--- src/design/pfts_pkg.sv ---
// Package for the PES frame type and size scanner.
// Holds scan phase and frame type enums, stream ids and size constants.
// No dependencies; imported by every module of the block.
package pfts_pkg;

    // Widths of the stream fields
    localparam int BYTE_W   = 8;
    localparam int SIZE_W   = 31;
    localparam int WINDOW_W = 24;
    localparam int LEN_W    = 16;

    // APB register map: one 32-bit register per word
    localparam int APB_ADDR_W = 3;
    localparam int APB_DATA_W = 32;

    // Register indexes (paddr word index)
    localparam logic REG_START_CODE = 1'b0;

    // Reset value of the start code register
    localparam logic [WINDOW_W-1:0] START_CODE_RST = 24'h00_0001;

    // Smallest amount of data worth a search
    localparam logic [SIZE_W-1:0] MIN_WINDOW = 31'd1024;

    // Stream ids and video length threshold
    localparam logic [BYTE_W-1:0] VIDEO_ID   = 8'hE0;
    localparam logic [BYTE_W-1:0] AUDIO_ID   = 8'hC0;
    localparam logic [LEN_W-1:0]  LONG_VIDEO = 16'd1024;

    localparam logic [SIZE_W-1:0] SIZE_MAX = {SIZE_W{1'b1}};

    // Scan phase
    typedef enum logic [2:0] {
        PH_START  = 3'd0,
        PH_SECOND = 3'd1,
        PH_THIRD  = 3'd2,
        PH_SCAN   = 3'd3,
        PH_LEN_HI = 3'd4,
        PH_LEN_LO = 3'd5
    } t_phase;

    // Result frame type
    typedef enum logic [1:0] {
        FT_UNKNOWN = 2'd0,
        FT_VIDEO   = 2'd1,
        FT_AUDIO   = 2'd2
    } t_frame_type;

endpackage

--- src/design/pes_frame_type_and_size_scanner.sv ---
// Result words are registered: one appears in the cycle after its closing byte.
// Throughput: one byte per cycle; the input stalls only while a result is held
// in the output register and the downstream side stalls.
// The per-byte path is one 33-bit add and compare for the capped size.
// Reset (synchronous, active low) clears the scan state to start of search and the
// start code register to 1.
module pes_frame_type_and_size_scanner
    import pfts_pkg::*;
(
    input  logic                    i_clk,
    input  logic                    i_rst_n,
    // byte stream in
    input  logic                    i_in_valid,
    output logic                    o_in_stall,
    input  logic [BYTE_W-1:0]       i_byte_value,
    input  logic [SIZE_W-1:0]       i_data_left,
    input  logic                    i_last,
    // result out
    output logic                    o_out_valid,
    input  logic                    i_out_stall,
    output logic [1:0]              o_frame_type,
    output logic [SIZE_W-1:0]       o_frame_size,
    // configuration
    input  logic                    psel,
    input  logic                    penable,
    input  logic                    pwrite,
    input  logic [APB_ADDR_W-1:0]   paddr,
    input  logic [APB_DATA_W-1:0]   pwdata,
    output logic [APB_DATA_W-1:0]   prdata,
    output logic                    pready
);

    logic [WINDOW_W-1:0] w_start_code;

    pfts_regs u_regs (
        .i_clk        (i_clk),
        .i_rst_n      (i_rst_n),
        .psel         (psel),
        .penable      (penable),
        .pwrite       (pwrite),
        .paddr        (paddr),
        .pwdata       (pwdata),
        .prdata       (prdata),
        .pready       (pready),
        .o_start_code (w_start_code)
    );

    // scan state
    t_phase              r_phase,   n_phase;
    logic [WINDOW_W-1:0] r_window,  n_window;
    logic [SIZE_W-1:0]   r_count,   n_count;
    logic [SIZE_W-1:0]   r_limit,   n_limit;
    logic [BYTE_W-1:0]   r_len_hi,  n_len_hi;
    logic                r_audio,   n_audio;

    // output register
    logic                r_out_valid;
    t_frame_type         r_out_type;
    logic [SIZE_W-1:0]   r_out_size;

    // per-byte result
    logic                w_res_valid;
    t_frame_type         w_res_type;
    logic [SIZE_W-1:0]   w_res_size;

    logic                w_in_accept;
    logic                w_short;
    logic                w_id_hit;
    logic                w_found;
    logic                w_cnt_sat;
    logic [SIZE_W-1:0]   w_count_inc;
    logic [LEN_W-1:0]    w_len;
    logic [SIZE_W+1:0]   w_total;
    logic [SIZE_W-1:0]   w_capped;
    logic [WINDOW_W-1:0] w_shifted;

    assign o_in_stall  = r_out_valid && i_out_stall;
    assign w_in_accept = i_in_valid && !o_in_stall;

    // shared decode of the current byte
    assign w_short     = (r_phase == PH_START) && (i_data_left < MIN_WINDOW);
    assign w_id_hit    = (r_window == w_start_code) &&
                         ((i_byte_value == VIDEO_ID) || (i_byte_value == AUDIO_ID));
    assign w_len       = {r_len_hi, i_byte_value};
    assign w_found     = (r_phase == PH_LEN_LO) && (r_audio || (w_len > LONG_VIDEO));
    assign w_shifted   = {r_window[WINDOW_W-BYTE_W-1:0], i_byte_value};

    // saturating byte count; the capped size folds the increment in as carry
    assign w_cnt_sat   = (r_count == SIZE_MAX);
    assign w_count_inc = w_cnt_sat ? r_count : r_count + 1'b1;
    assign w_total     = {2'b00, r_count} + {{(SIZE_W+2-LEN_W){1'b0}}, w_len}
                       + {{(SIZE_W+1){1'b0}}, !w_cnt_sat};
    assign w_capped    = (w_total > {2'b00, r_limit}) ? r_limit : w_total[SIZE_W-1:0];

    // next phase
    always_comb begin
        n_phase = r_phase;
        unique case (r_phase)
            PH_START:  n_phase = w_short ? PH_START : PH_SECOND;
            PH_SECOND: n_phase = PH_THIRD;
            PH_THIRD:  n_phase = PH_SCAN;
            PH_SCAN:   n_phase = w_id_hit ? PH_LEN_HI : PH_SCAN;
            PH_LEN_HI: n_phase = PH_LEN_LO;
            PH_LEN_LO: n_phase = w_found ? PH_START : PH_SCAN;
            default:   n_phase = PH_START;
        endcase
        // a marked last byte always ends the search
        if (i_last) begin
            n_phase = PH_START;
        end
    end

    // datapath and result
    always_comb begin
        n_window    = r_window;
        n_count     = w_count_inc;
        n_limit     = r_limit;
        n_len_hi    = r_len_hi;
        n_audio     = r_audio;
        w_res_valid = 1'b0;
        w_res_type  = FT_UNKNOWN;
        w_res_size  = '0;
        unique case (r_phase)
            PH_START: begin
                n_limit  = i_data_left;
                n_count  = {{(SIZE_W-1){1'b0}}, 1'b1};
                n_window = {{(WINDOW_W-BYTE_W){1'b0}}, i_byte_value};
                n_audio  = 1'b0;
                n_len_hi = '0;
            end
            PH_SECOND, PH_THIRD: begin
                n_window = w_shifted;
            end
            PH_SCAN: begin
                if (w_id_hit) begin
                    n_audio = (i_byte_value == AUDIO_ID);
                end else begin
                    n_window = w_shifted;
                end
            end
            PH_LEN_HI: begin
                n_len_hi = i_byte_value;
            end
            PH_LEN_LO: begin
                if (w_found) begin
                    w_res_type = r_audio ? FT_AUDIO : FT_VIDEO;
                    w_res_size = w_capped;
                end else begin
                    n_window = w_shifted;
                end
            end
            default: begin
                n_count = r_count;
            end
        endcase
        // short data gives unknown; otherwise a find or the last byte closes the search
        if (w_short) begin
            w_res_valid = 1'b1;
            w_res_type  = FT_UNKNOWN;
            w_res_size  = '0;
        end else if (w_found || i_last) begin
            w_res_valid = 1'b1;
        end
    end

    // scan state registers
    always_ff @(posedge i_clk) begin
        if (!i_rst_n) begin
            r_phase  <= PH_START;
            r_window <= '0;
            r_count  <= '0;
            r_limit  <= '0;
            r_len_hi <= '0;
            r_audio  <= 1'b0;
        end else if (w_in_accept) begin
            r_phase  <= n_phase;
            r_window <= n_window;
            r_count  <= n_count;
            r_limit  <= n_limit;
            r_len_hi <= n_len_hi;
            r_audio  <= n_audio;
        end
    end

    // output valid
    always_ff @(posedge i_clk) begin
        if (!i_rst_n) begin
            r_out_valid <= 1'b0;
        end else if (w_in_accept && w_res_valid) begin
            r_out_valid <= 1'b1;
        end else if (!i_out_stall) begin
            r_out_valid <= 1'b0;
        end
    end

    // output word
    always_ff @(posedge i_clk) begin
        if (w_in_accept && w_res_valid) begin
            r_out_type <= w_res_type;
            r_out_size <= w_res_size;
        end
    end

    assign o_out_valid  = r_out_valid;
    assign o_frame_type = r_out_type;
    assign o_frame_size = r_out_size;

    // an unknown result never carries a size
    a_unknown_zero: assert property (@(posedge i_clk) disable iff (!i_rst_n)
        (o_out_valid && (o_frame_type == FT_UNKNOWN)) |-> (o_frame_size == '0))
        else $error("unknown result with nonzero size");

    // a new output word only follows an accepted byte
    a_out_from_accept: assert property (@(posedge i_clk) disable iff (!i_rst_n)
        $rose(o_out_valid) |-> $past(w_in_accept))
        else $error("output word without accepted byte");

    // a result always returns the scanner to start of search
    a_result_restarts: assert property (@(posedge i_clk) disable iff (!i_rst_n)
        (w_in_accept && w_res_valid) |=> (r_phase == PH_START))
        else $error("search continued after a result");

    // inside a search at least one byte has been counted
    a_count_live: assert property (@(posedge i_clk) disable iff (!i_rst_n)
        (r_phase != PH_START) |-> (r_count != '0))
        else $error("byte count zero inside a search");

endmodule

--- src/design/pfts_regs.sv ---
// APB register file of the PES frame type and size scanner.
// Holds the start code register; depends on pfts_pkg.
module pfts_regs
    import pfts_pkg::*;
(
    input  logic                    i_clk,
    input  logic                    i_rst_n,
    input  logic                    psel,
    input  logic                    penable,
    input  logic                    pwrite,
    input  logic [APB_ADDR_W-1:0]   paddr,
    input  logic [APB_DATA_W-1:0]   pwdata,
    output logic [APB_DATA_W-1:0]   prdata,
    output logic                    pready,
    output logic [WINDOW_W-1:0]     o_start_code
);

    logic [WINDOW_W-1:0] r_start_code;
    logic                w_reg_idx;
    logic                w_wr;

    // word index of the access
    assign w_reg_idx = paddr[APB_ADDR_W-1];
    assign w_wr      = psel && penable && pwrite;
    assign pready    = 1'b1;

    // register write, taken in the access phase
    always_ff @(posedge i_clk) begin
        if (!i_rst_n) begin
            r_start_code <= START_CODE_RST;
        end else if (w_wr && (w_reg_idx == REG_START_CODE)) begin
            r_start_code <= pwdata[WINDOW_W-1:0];
        end
    end

    // read mux
    always_comb begin
        unique case (w_reg_idx)
            REG_START_CODE: prdata = {{(APB_DATA_W-WINDOW_W){1'b0}}, r_start_code};
            default:        prdata = '0;
        endcase
    end

    assign o_start_code = r_start_code;

endmodule
--- config.mk ---
export PLATFORM = sky130hd
export DESIGN_NAME = pes_frame_type_and_size_scanner
export DESIGN_NICKNAME = d
export VERILOG_FILES = /design/src/design/pfts_pkg.sv /design/src/design/pes_frame_type_and_size_scanner.sv /design/src/design/pfts_regs.sv
export SDC_FILE = /design/constraint.sdc
export NUM_CORES = 1
export LEC_CHECK = 0
export BUFFER_PORTS_ARGS = -buffer_cell sky130_fd_sc_hd__buf_2
export CORE_UTILIZATION = 40
export DETAILED_ROUTE_END_ITERATION = 12
export PLACE_DENSITY = 0.58
export SLEW_MARGIN = 20
export SYNTH_ARGS = -nofsm -noshare
export SYNTH_HDL_FRONTEND = slang
export SYNTH_SLANG_ARGS = --single-unit
--- constraint.sdc ---
create_clock -name i_clk -period 5.4 [get_ports i_clk]
set_clock_uncertainty 0.15 [all_clocks]
set_input_delay 0.81 -clock i_clk [delete_from_list [all_inputs] [get_ports i_clk]]
set_output_delay 0.81 -clock i_clk [all_outputs]
set_load 0.005 [all_outputs]
======== Yosys cells after proc, flatten, opt, wreduce, memory -nomap -nowiden ========
Cells that the tools add are included.
storage, ports and cells
  register bits after elaboration ......... 156
  latch bits .............................. 0
  memory bits (writable) .................. 0
  memory bits (read-only) ................. 0
  input bits .............................. 82
  output and inout bits ................... 68
  word-level logic and storage cells ...... 80
  memories ................................ 0
cells by class
  add/sub/neg operators ................... 3
  multipliers ............................. 0
  div/mod/pow operators ................... 0
  magnitude comparators ................... 3
  eq/ne operators ......................... 14
  shift operators ......................... 0
  mux-type cells .......................... 20
  bitwise operators ....................... 3
  reduce and logical (&&, ||, !) cells .... 27
operator list
  operator               number
  $pmux 24 s4            1
  $mux 24                3
  $mux 31                2
  $pmux 31 s2            1
  $add 32x1->33          1
  $gt 33x31->1           1
  $add 31x16->32         1
  $add 31x1->31 const B  1
  $eq 31x31->1 const B   1
  $lt 31x11->1 const B   1
  $eq 24x24->1           1
  $pmux 3 s6             1
  $eq 8x8->1 const B     2
  $gt 16x11->1 const B   1
  $pmux 8 s2             1
  $logic_and 1x1->1      9
  $ne 2x2->1 const B     4
  $eq 3x2->1 const B     2
  $eq 3x3->1 const B     2
  $mux 1                 6
  $mux 3                 2
  $reduce_and 3->1       2
  $reduce_bool 2->1      3
  $reduce_or 5->1        1
  13 further kinds       20

======== Longest topological paths before layout ========
Gate-level depths: netlist of run 1.
  depth after elaboration ................. 8
  gate-level depth with buffers ........... 24
  gate-level depth less buffers ........... 21

======== Cells and area by module ========
A second synthesis of run 1 with hierarchy kept.
unflattened totals
  cells, all modules ...................... 1064
  area, all modules ....................... 8891.0 sq um
by module, submodules not included
  module                           instances  cells each  area each (sq um)  seq. area each (sq um)
  pes_frame_type_and_size_scanner  1          922         7661.1             2972.9
  pfts_regs                        1          142         1229.9             480.5

======== Worst setup path before layout of run 1 ========
Ideal clock, no wire load.
  path kind ............................... flip-flop to flip-flop
  from .................................... register r_count[21]
  to ...................................... register r_out_size[22] (netlist: o_frame_size[22]) (data pin)
  library setup time ...................... 167 ps
  data arrival time ....................... 5181 ps
  required time ........................... 5083 ps
  setup slack ............................. -98 ps
  cell stages (with the launch flop) ...... 24
  buffers on the path ..................... 4
  period minus slack after synthesis ...... 5498 ps
  path through ............................ dfxtp_1 buf_6 and3_4 and4_4 and4_1 buf_6 fa_1 fa_1 nor2b_1 o211ai_1 a211oi_1 o21bai_1 clkbuf_1 a2111oi_0 a211oi_1 inv_1 ha_1 a211o_1 a221oi_1 o21ai_0 o31ai_2 clkbuf_1 a21oi_1 a211oi_1
between the ends
  longest elaborated chain between the ends .. 5
  elaborated cells on any way between the ends .. 6
  classes of those cells .................. add/sub: 2; order compare: 1; eq/ne: 1; mux: 1; reduce/logical: 1
RTL lines
  element                                                 line                                    source
  from (decl)                                             pes_frame_type_and_size_scanner.sv:51   logic [SIZE_W-1:0] r_count, n_count;
  from (signal assigned)                                  pes_frame_type_and_size_scanner.sv:178  r_count <= n_count;
  branches (longest 2 deep; another with $add 31x16->32)  --
  $add 32x1->33 (*)                                       pes_frame_type_and_size_scanner.sv:92   + {{(SIZE_W+1){1'b0}}, !w_cnt_sat};
  $gt 33x31->1                                            pes_frame_type_and_size_scanner.sv:93   assign w_capped = (w_total > {2'b00, r_limit}) ? r_limit : w_total[SIZE_W-1:0];
  $mux 31 (*)                                             pes_frame_type_and_size_scanner.sv:93
  to (signal assigned)                                    pes_frame_type_and_size_scanner.sv:200  r_out_size <= w_res_size;
  to (decl)                                               pes_frame_type_and_size_scanner.sv:59   logic [SIZE_W-1:0] r_out_size;
Mark *: on every way between the ends.
A chain may end at the register's enable or synchronous reset.

======== Final worst setup path of run 1 ========
  from .................................... register r_count[16]
  to ...................................... register r_out_size[15] (netlist: o_frame_size[15]) (data pin)
Same word-level chain as after synthesis.

==> Implementation_results.wiki, run 1 <==
{| class="wikitable"
! Metric !! Value
|-
| Mean post-synth cell area || around 8.2 um^2
|-
| FMAX || roughly 0.18 GHz
|-
| Pwr per Cell Area || around 230 nW/um^2
|-
| Final critical-path required period || 5.43 ns
|-
| Crit path setup slack, layout || -0.0301 ns
|-
| Critical Path Start || r_count[16]$_SDFFE_PN0P_
|-
| Pin count of the biggest net entering global routing || 69
|-
| Remaining antenna violation count after routing || 0
|-
| Global route total overflow || 0
|-
| Die outline area || 23900 um^2
|-
| Synthesized-area fraction occupied by ao, oa, aoi and oai cells || 0.176
|-
| First-pass GRT wire length || 43300 um
|-
| Die boundary width || about 150 um
|-
| Antenna violations before repair || 0
|-
| Worst setup slack after placement || -0.519 ns
|-
| First-iteration detailed-routing DRC count || 525
|-
| Share of the cycle needed by the critical path after routing || 1.01
|-
| Post-Synth Simple-Gate Area || 0.235
|-
| Relative slew slack || 0.266
|-
| Nature of the critical path endpoint || flop
|-
| Worst setup SP type || flop
|-
| Share of final-layout standard cells stronger than drive strength 1 || 0.274
|-
| RePlAce Congestion || between 0.8 and 0.9
|-
| Die Y-Extent || 155 um
|-
| H-tree level count || 4
|-
| Violated checks || negative setup slack
|-
| Worst-Skew Late Latency || 0.45 ns
|-
| Share of synthesized cell area in full adder, half adder and majority cells || 0.0675
|-
| Clock slew at the register clock pins of the worst setup and hold paths || about 0.080 ns
|-
| Max clock buf depth || 2
|-
| Switching part of the total || 0.294
|-
| Count of hold buffers inserted by post-cts repair || 0
|-
| Unrepaired setup endpoints after global routing || yes
|-
| Clock buffers created by TritonCTS || 17
|-
| Peak supply drop || between 0.2 and 0.25 mV
|-
| Design Area, Final || 12000 um^2
|-
| Fraction of synthesized area in multiplexers || 0.0292
|-
| Result of the run || complete, but fails checks
|-
| Number of cells traversed by the worst hold path || 2
|-
| Effective utilization at floorplan || 0.410
|-
| Largest family of logic cells by synthesized area || simple AND/OR/NAND/NOR gates
|-
| Mapped Cells || roughly 1.1k
|-
| Via count of the first global-routing pass || between 8k and 9k
|-
| Total global routing track utilization || 0.231
|-
| Max FO, Critical Path || 7
|-
| Number of port buffers || 130
|-
| Arrival time of the worst setup path || ~5.5 ns
|-
| Type of the worst setup path || reg -> reg
|-
| Summed negative setup slack over all endpoints || -0.0875 ns
|-
| Multi-input combinational cell area || 5660 um^2
|-
| Cell area after synthesis || roughly 9300 um^2
|-
| Number of hold-slack violations in the final timing report || 0
|-
| Number of sinks driven by the clock tree || approximately 160
|-
| P_leak || 5.05 nW
|-
| Row count || 55
|-
| Number of endpoints failing setup at the final stage || 6
|-
| Net total in the final layout || about 1.5k
|-
| Router iterations before antenna repair || 5
|-
| Layout filler cell count || roughly 2.2k
|-
| Share of async-settable or async-resettable flops after synthesis || 0
|-
| Drc violations || 0
|-
| Post-detailed-route wirelength per cell || roughly 17 um
|-
| Sequential Area || 3470 um^2
|-
| Total power || between 0.002 and 0.003 W
|-
| Worst Hold Launch || r_limit[9]$_SDFFE_PN0P_
|-
| Diode insertion count for antenna repair || 0
|-
| Max capacitance violation total || 0
|-
| Number of max-slew violations in the final report || 0
|-
| Seq/Total Area, Yosys || 0.371
|-
| Number of synthesized flops with an enable pin || 33
|-
| Number of warnings printed during yosys synthesis || 0
|-
| Hold WS || slightly above 0.3 ns
|-
| Post-synthesis register bit count || around 160
|-
| Top FF cell, synth || sky130_fd_sc_hd__dfxtp_1
|-
| CTS tree || built
|-
| Number of cells on the worst reg-to-reg path || 26
|-
| Area share of xor/xnor cells in the synthesized design || 0.0574
|-
| Half-perimeter wire length of the detailed placement result || ~20000 um
|-
| Area post-placement || 10800 um^2
|-
| Io pins || 150
|-
| Data required, critical path || approximately 5.5 ns
|-
| Area of the placeable core || between 20000 and 25000 um^2
|-
| Vias after detailed routing || just under 9k
|-
| Layout area overhead || 29.3%
|-
| Slew at the pin closest to its max-slew limit || 1.09 ns
|-
| Buffer cell driving the clock tree root || sky130_fd_sc_hd__clkbuf_16
|-
| Ratio of routed vias to standard cells || 5.38
|-
| Combinational cell fraction of total power || 0.115
|-
| Part of the total power dissipated in the clock network || 0.444
|-
| Beginning of the worst register-to-register path || r_count[16]$_SDFFE_PN0P_
|-
| Worst hold path type || reg -> reg
|-
| Design internal power || between 0.0015 and 0.002 W
|-
| Unique cell type count in the Yosys netlist || 76
|-
| Final Routed Wirelength || around 27000 um
|-
| Sequential cell fraction of total power || 0.441
|-
| Switching pwr || between 0.0008 and 0.0009 W
|}
-- Yosys cell counts (10+ instances only) --
cell type,instances,area share
sky130_fd_sc_hd__nand3_1,28,0.015
sky130_fd_sc_hd__dfxtp_1,123,0.26
sky130_fd_sc_hd__edfxtp_1,33,0.11
sky130_fd_sc_hd__o31ai_1,10,0.0081
sky130_fd_sc_hd__nor3_1,24,0.013
sky130_fd_sc_hd__xnor2_1,32,0.030
sky130_fd_sc_hd__mux2i_1,26,0.028
sky130_fd_sc_hd__a211oi_1,25,0.020
sky130_fd_sc_hd__nor2b_1,32,0.022
sky130_fd_sc_hd__a21oi_1,118,0.063
sky130_fd_sc_hd__o21ai_0,33,0.018
sky130_fd_sc_hd__clkbuf_1,49,0.020
sky130_fd_sc_hd__or3_1,14,0.0094
sky130_fd_sc_hd__nor2_1,56,0.023
sky130_fd_sc_hd__nor4_1,11,0.0074
sky130_fd_sc_hd__xor2_1,29,0.027
sky130_fd_sc_hd__inv_1,55,0.022
sky130_fd_sc_hd__nand2_1,209,0.084
sky130_fd_sc_hd__ha_1,47,0.063
sky130_fd_sc_hd__nand4_1,36,0.024
-- sequential cells by signal, indices dropped and copies added (netlist names), 2 cells and up --
signal               flops
o_frame_size            31
o_frame_type             2
r_count                 31
r_len_hi                 8
r_limit                 31
r_phase                  3
r_window                24
u_regs.o_start_code     24
-- per-stage QoR --
step / util / cells
2_1_floorplan: - / 1139
3_3_place_gp: 0.474 / 1581
3_5_place_dp: 0.474 / 1581
4_1_cts: 0.515 / 1625
5_1_grt: 0.529 / 1633
6_report: 0.529 / 1633
-- critical path, cell delays in order, from the launching register on --
cell and delay, ns:
sky130_fd_sc_hd__dfxtp_2 0.32, sky130_fd_sc_hd__and3_4 0.17, sky130_fd_sc_hd__and4_4 0.19, sky130_fd_sc_hd__and4_4 0.16
sky130_fd_sc_hd__fa_2 0.36, sky130_fd_sc_hd__fa_2 0.36, sky130_fd_sc_hd__nor2b_2 0.13, sky130_fd_sc_hd__o211ai_1 0.13
sky130_fd_sc_hd__a211oi_2 0.34, sky130_fd_sc_hd__o21bai_4 0.15, sky130_fd_sc_hd__buf_6 0.17, sky130_fd_sc_hd__a2111oi_4 0.39
sky130_fd_sc_hd__a211oi_4 0.06, sky130_fd_sc_hd__inv_2 0.08, sky130_fd_sc_hd__ha_4 0.19, sky130_fd_sc_hd__nand4_1 0.15
sky130_fd_sc_hd__buf_4 0.14, sky130_fd_sc_hd__nor2_2 0.04, sky130_fd_sc_hd__a221oi_2 0.30, sky130_fd_sc_hd__o21ai_2 0.11
sky130_fd_sc_hd__buf_4 0.16, sky130_fd_sc_hd__o31ai_4 0.27, sky130_fd_sc_hd__buf_6 0.18, sky130_fd_sc_hd__buf_12 0.12
sky130_fd_sc_hd__buf_16 0.11, sky130_fd_sc_hd__nand4_1 0.14, sky130_fd_sc_hd__o31ai_2 0.12
-- final timing paths --
kind | to | slack (ns)
setup / recovery | o_frame_size[15]$_SDFFCE_PP0P_ | -0.03
setup reg to reg | o_frame_size[15]$_SDFFCE_PP0P_ | -0.03
hold / removal | r_limit[9]$_SDFFE_PN0P_ | 0.31
hold reg to reg | r_limit[9]$_SDFFE_PN0P_ | 0.31
-- timing repair --
action,in CTS,in global routing
resized for setup,44,52
pin swaps,19,31
setup endpoints to repair,31,31
setup buffers,10,14
hold endpoints to repair,0,0
gates cloned,3,2
-- routing by layer --
| layer | vias up | share of wire | GRT usage |
|---|---|---|---|
| met5 | - | 0 | 0 |
| met4 | 0 | 0.023 | 0.0679 |
| met3 | 39 | 0.040 | 0.0381 |
| met2 | 213 | 0.45 | 0.367 |
| met1 | 4152 | 0.49 | 0.322 |
| li1 | 4383 | - | - |
-- cell type report --
| cell class | instances | share of cell area |
|---|---|---|
| clock buffers | 17 | 0.0354 |
| clock inverters | 15 | 0.0161 |
| inverters | 56 | 0.0175 |
| multi-input cells | 854 | 0.471 |
| flip-flops and latches | 156 | 0.288 |
| well taps | 285 | 0.0297 |
| repair buffers | 250 | 0.142 |
-- cell usage in the layout, fill, tap and decap left out, types with 7 or more instances in the layout --
cell type and n:
sky130_fd_sc_hd__nand2_1 207, sky130_fd_sc_hd__buf_4 105, sky130_fd_sc_hd__nor3_1 24, sky130_fd_sc_hd__a211oi_1 10, sky130_fd_sc_hd__buf_6 7, sky130_fd_sc_hd__a21oi_1 114, sky130_fd_sc_hd__a21o_1 9, sky130_fd_sc_hd__inv_1 54
sky130_fd_sc_hd__xnor2_1 32, sky130_fd_sc_hd__buf_2 130, sky130_fd_sc_hd__clkbuf_16 20, sky130_fd_sc_hd__conb_1 9, sky130_fd_sc_hd__o31ai_1 7, sky130_fd_sc_hd__dfxtp_2 11, sky130_fd_sc_hd__o21ai_0 30, sky130_fd_sc_hd__o211ai_1 8
sky130_fd_sc_hd__ha_1 44, sky130_fd_sc_hd__a211oi_2 14, sky130_fd_sc_hd__or3_1 14, sky130_fd_sc_hd__xor2_1 29, sky130_fd_sc_hd__nor2_1 53, sky130_fd_sc_hd__mux2i_1 26, sky130_fd_sc_hd__edfxtp_1 33, sky130_fd_sc_hd__nor2b_1 31
sky130_fd_sc_hd__nand3_1 24, sky130_fd_sc_hd__nand4_1 36, sky130_fd_sc_hd__dfxtp_1 112, sky130_fd_sc_hd__nor4_1 9
-- logic make-up after synthesis --
| kind of cell | after synthesis |
|---|---|
| fa+ha+maj | 49 |
| flops | 156 |
| compound gates | 254 |
| xor+xnor | 61 |
| buf+inv | 129 |
| simple gates | 454 |
| other cells | 2 |
| mux | 27 |
-- power groups by stage --
stage / registers [W] / clock network [W] / logic [W]
final: 0.00124 / 0.00125 / 0.000323
after global routing: 0.00125 / 0.00132 / 0.000358
after CTS: 0.00124 / 0.00127 / 0.000299
after detailed placement: 0.00127 / 0 / 0.000278
after global placement: 0.00127 / 0 / 0.000275
after floorplan: 0.00126 / 0 / 0.000175
Note: power is estimated with default switching activity, not from simulation.
==> run 2, diff against run 1 <==
- SETUP_SLACK_MARGIN: default -> 0.5
==> run 2 against run 1 <==
The flow now finishes without violations; clock-buffer cell count unchanged; sequential share of layout area is 0.27 points lower; hold slack gained 0.0014 ns; final cell count is 0.37% higher; first-iteration DRC count shrank 5.1%; sequential power barely moved; maximum frequency up 2.9%.
==> Implementation_results.wiki, run 2 (synthesized netlist as in run 1, its figures left out) <==
{| class="wikitable"
! Metric !! Value
|-
| Data required, critical path || 5.44 ns (-0.06 ns)
|-
| Top library cells by usage in the layout, fill and taps aside || 207 x sky130_fd_sc_hd__nand2_1, 130 x sky130_fd_sc_hd__buf_2, 120 x sky130_fd_sc_hd__dfxtp_1
|-
| Unrepaired setup endpoints after global routing || yes
|-
| Bufs and invs on worst path || 5 (-2)
|-
| Share of the cycle needed by the critical path after routing || 0.978 (-0.0280)
|-
| Beginning of the worst register-to-register path || r_count[18]$_SDFFE_PN0P_
|-
| Layout area overhead || 30.1%
|-
| Max capacitance violation total || 0 (unchanged)
|-
| R2R Path End || o_frame_size[12]$_SDFFCE_PP0P_
|-
| Number of max-slew violations in the final report || 0 (unchanged)
|-
| Relative slew slack || 0.198 (-0.0673)
|-
| Total global routing track utilization || 0.233 (+0.00169)
|-
| Worst setup endpoint || o_frame_size[12]$_SDFFCE_PP0P_
|-
| Row count || 55 (unchanged)
|-
| Pin count of the biggest net entering global routing || 69 (unchanged)
|-
| Die boundary width || 155 um (unchanged)
|-
| Worst setup SP type || flop
|-
| Diode insertion count for antenna repair || 0 (unchanged)
|-
| Finished Core Util || 0.533 (+0.00342)
|-
| Multi-input combinational cell area || 5750 um^2 (+1.5%)
|-
| Half-perimeter wire length of the detailed placement result || 19500 um (about the same)
|-
| Worst-path cell chain || and3_4 -> and4_4 -> and4_4 -> fa_2 -> fa_2 -> nor2b_2 -> o211ai_1 -> a211oi_2 -> o21bai_2 -> and2_4 -> a211oi_4 -> inv_2 -> ha_4 -> nand4_1 -> buf_4 -> nor4_4 -> o31a_1 -> buf_6 -> o31a_4 -> nor2_4 -> buf_12 -> buf_16 -> a31o_2
|-
| Pwr per Cell Area || 232 nW/um^2 (-1.0%)
|-
| Number of cells on the worst reg-to-reg path || 23 (-12%)
|-
| Critical Path Start || r_count[18]$_SDFFE_PN0P_
|-
| Number of cells on the critical path || 23 (-12%)
|-
| Critical Path Max Stage Delay || 0.38 ns (about the same)
|-
| P_leak || 5.05 nW (+0.18%)
|-
| Post-detailed-route wirelength per cell || 16.5 um (-2.0%)
|-
| Nature of the critical path endpoint || flop
|-
| Clock slew at the register clock pins of the worst setup and hold paths || 0.07 ns (about the same)
|-
| Result of the run || finished clean
|-
| Layout filler cell count || 2069 (-4.5%)
|-
| Most frequent standard cell in the layout excluding fill and tap cells || sky130_fd_sc_hd__nand2_1
|-
| Share of final-layout standard cells stronger than drive strength 1 || 0.276 (+0.00174)
|-
| Die Y-Extent || 155 um (unchanged)
|-
| RePlAce Congestion || 0.855 (-0.16%)
|-
| CTS tree || built
|-
| Drc violations || 0 (unchanged)
|-
| Buffer cell driving the clock tree root || sky130_fd_sc_hd__clkbuf_16
|-
| Effective utilization at floorplan || 0.410 (unchanged)
|-
| Global route total overflow || 0 (unchanged)
|-
| Via count of the first global-routing pass || 8307 (+1.0%)
|-
| Io pins || 150 (unchanged)
|-
| Type of the worst setup path || reg -> reg
|-
| Area of the placeable core || 22700 um^2 (unchanged)
|-
| Remaining antenna violation count after routing || 0 (unchanged)
|-
| Total power || 0.00281 W (-0.40%)
|-
| Highest-delay cell along the critical path || sky130_fd_sc_hd__fa_2
|-
| Worst hold path type || reg -> reg
|-
| Final critical-path required period || 5.28 ns (-0.151 ns)
|-
| Number of port buffers || 130 (unchanged)
|-
| H-tree level count || 4 (unchanged)
|-
| Worst-Skew Late Latency || 0.44 ns (about the same)
|-
| Net total in the final layout || 1472 (+0.41%)
|-
| Kind of cell with the highest combined delay on the critical path || compound AO/OA/AOI/OAI gates
|-
| Number of endpoints failing setup at the final stage || 0 (-6)
|-
| First-pass GRT wire length || 43800 um (+1.1%)
|-
| Minimum setup slack among reg-to-reg paths || 0.12 ns (+0.15 ns)
|-
| Clock buffers created by TritonCTS || 17 (unchanged)
|-
| Number of sinks driven by the clock tree || 156 (unchanged)
|-
| Arrival time of the worst setup path || 5.32 ns (-0.21 ns)
|-
| Final Routed Wirelength || 27000 um (-1.6%)
|-
| Max FO, Critical Path || 8 (+1)
|-
| First-iteration detailed-routing DRC count || 498 (-5.1%)
|-
| Slew at the pin closest to its max-slew limit || 1.20 ns (+0.105 ns)
|-
| Die outline area || 23900 um^2 (unchanged)
|-
| Ratio of routed vias to standard cells || 5.32 (-1.1%)
|-
| Vias after detailed routing || 8722 (-0.74%)
|-
| Max clock buf depth || 2 (unchanged)
|-
| Peak supply drop || 0.196 mV (-14%)
|-
| Number of hold-slack violations in the final timing report || 0 (unchanged)
|-
| FMAX || 0.189 GHz (+2.9%)
|-
| Router iterations before antenna repair || 5 (unchanged)
|-
| Sequential Area || 3460 um^2 (-0.29%)
|-
| Antenna violations before repair || 1 (+1)
|}
==> run 2: changes by cell type in the layout (fill, tap and decap cells not counted), moves of 3 or more <==
| cell | change |
|---|---|
| sky130_fd_sc_hd__dfxtp_1 | +8 |
| sky130_fd_sc_hd__a211oi_2 | -4 |
| sky130_fd_sc_hd__a211oi_1 | +4 |
| sky130_fd_sc_hd__buf_4 | +5 |
| sky130_fd_sc_hd__ha_4 | +3 |
| sky130_fd_sc_hd__a21oi_1 | -4 |
| sky130_fd_sc_hd__clkbuf_16 | -3 |
| sky130_fd_sc_hd__ha_1 | -3 |
| sky130_fd_sc_hd__dfxtp_2 | -8 |
| sky130_fd_sc_hd__buf_6 | +3 |
==> run 2: final cells by class <==
class                      count  area share
timing repair buffer         255       0.141
inverter                      56      0.0174
sequential                   156       0.286
clock buffer                  17      0.0352
clock inverter                15      0.0160
multi-input combinational    855       0.475
tap                          285      0.0295
==> run 2: report_power, final <==
| part | total (W) | switching, W | leakage (nW) | internal, W |
|---|---|---|---|---|
| clock network | 0.00124 | 0.000608 | 0.300 | 0.000634 |
| logic | 0.000319 | 0.000183 | 3.43 | 0.000135 |
| registers | 0.00125 | 0.0000274 | 1.33 | 0.00122 |
==> run 2: how the worst min path moves through the flow <==
stage / end / startpoint / slack, ns / cells past startpoint
floorplan: r_limit[10]$_SDFFE_PN0P_ / r_limit[10]$_SDFFE_PN0P_ / 0.29 / 2
global placement: r_limit[10]$_SDFFE_PN0P_ / r_limit[10]$_SDFFE_PN0P_ / 0.29 / 2
detailed placement: r_limit[21]$_SDFFE_PN0P_ / r_limit[21]$_SDFFE_PN0P_ / 0.30 / 2
CTS: r_limit[10]$_SDFFE_PN0P_ / r_limit[10]$_SDFFE_PN0P_ / 0.31 / 2
global route: r_limit[12]$_SDFFE_PN0P_ / r_limit[12]$_SDFFE_PN0P_ / 0.34 / 2
finish: r_limit[15]$_SDFFE_PN0P_ / r_limit[15]$_SDFFE_PN0P_ / 0.31 / 2
==> run 2: per-layer routing <==
metal,GRT usage,share of wire,up-vias
li1,-,-,4392
met1,0.338,0.51,4103
met2,0.356,0.43,193
met3,0.0373,0.036,34
met4,0.0632,0.015,0
met5,0,0,-
==> run 2: tightest hold or removal path, cell delays in order, from the launching register on <==
cell                      delay (ns)
sky130_fd_sc_hd__dfxtp_1        0.31
sky130_fd_sc_hd__nand2_1        0.05
sky130_fd_sc_hd__a21oi_1        0.05
==> run 2: per-stage QoR <==
stage          hold slack [ns]  worst slack (ns)  area [um^2]  setup TNS [ns]  cells
2_1_floorplan            0.286             0.310         9510               0   1139
6_report                 0.308             0.121        12100               0   1639
3_5_place_dp             0.299            -0.571        10900          -13.25   1585
4_1_cts                  0.310             0.199        12000               0   1635
5_1_grt                  0.336           -0.0710        12100          -0.698   1639
3_3_place_gp             0.294            -0.484        10900          -10.54   1585
==> run 2: repair_timing <==
| item | 4_1_cts | 5_1_grt |
|---|---|---|
| cloned | 3 | 0 |
| pin swaps | 19 | 3 |
| hold buffers | 0 | 0 |
| buffers inserted | 15 | 4 |
| setup endpoints to repair | 31 | 31 |
| resized for setup | 47 | 16 |
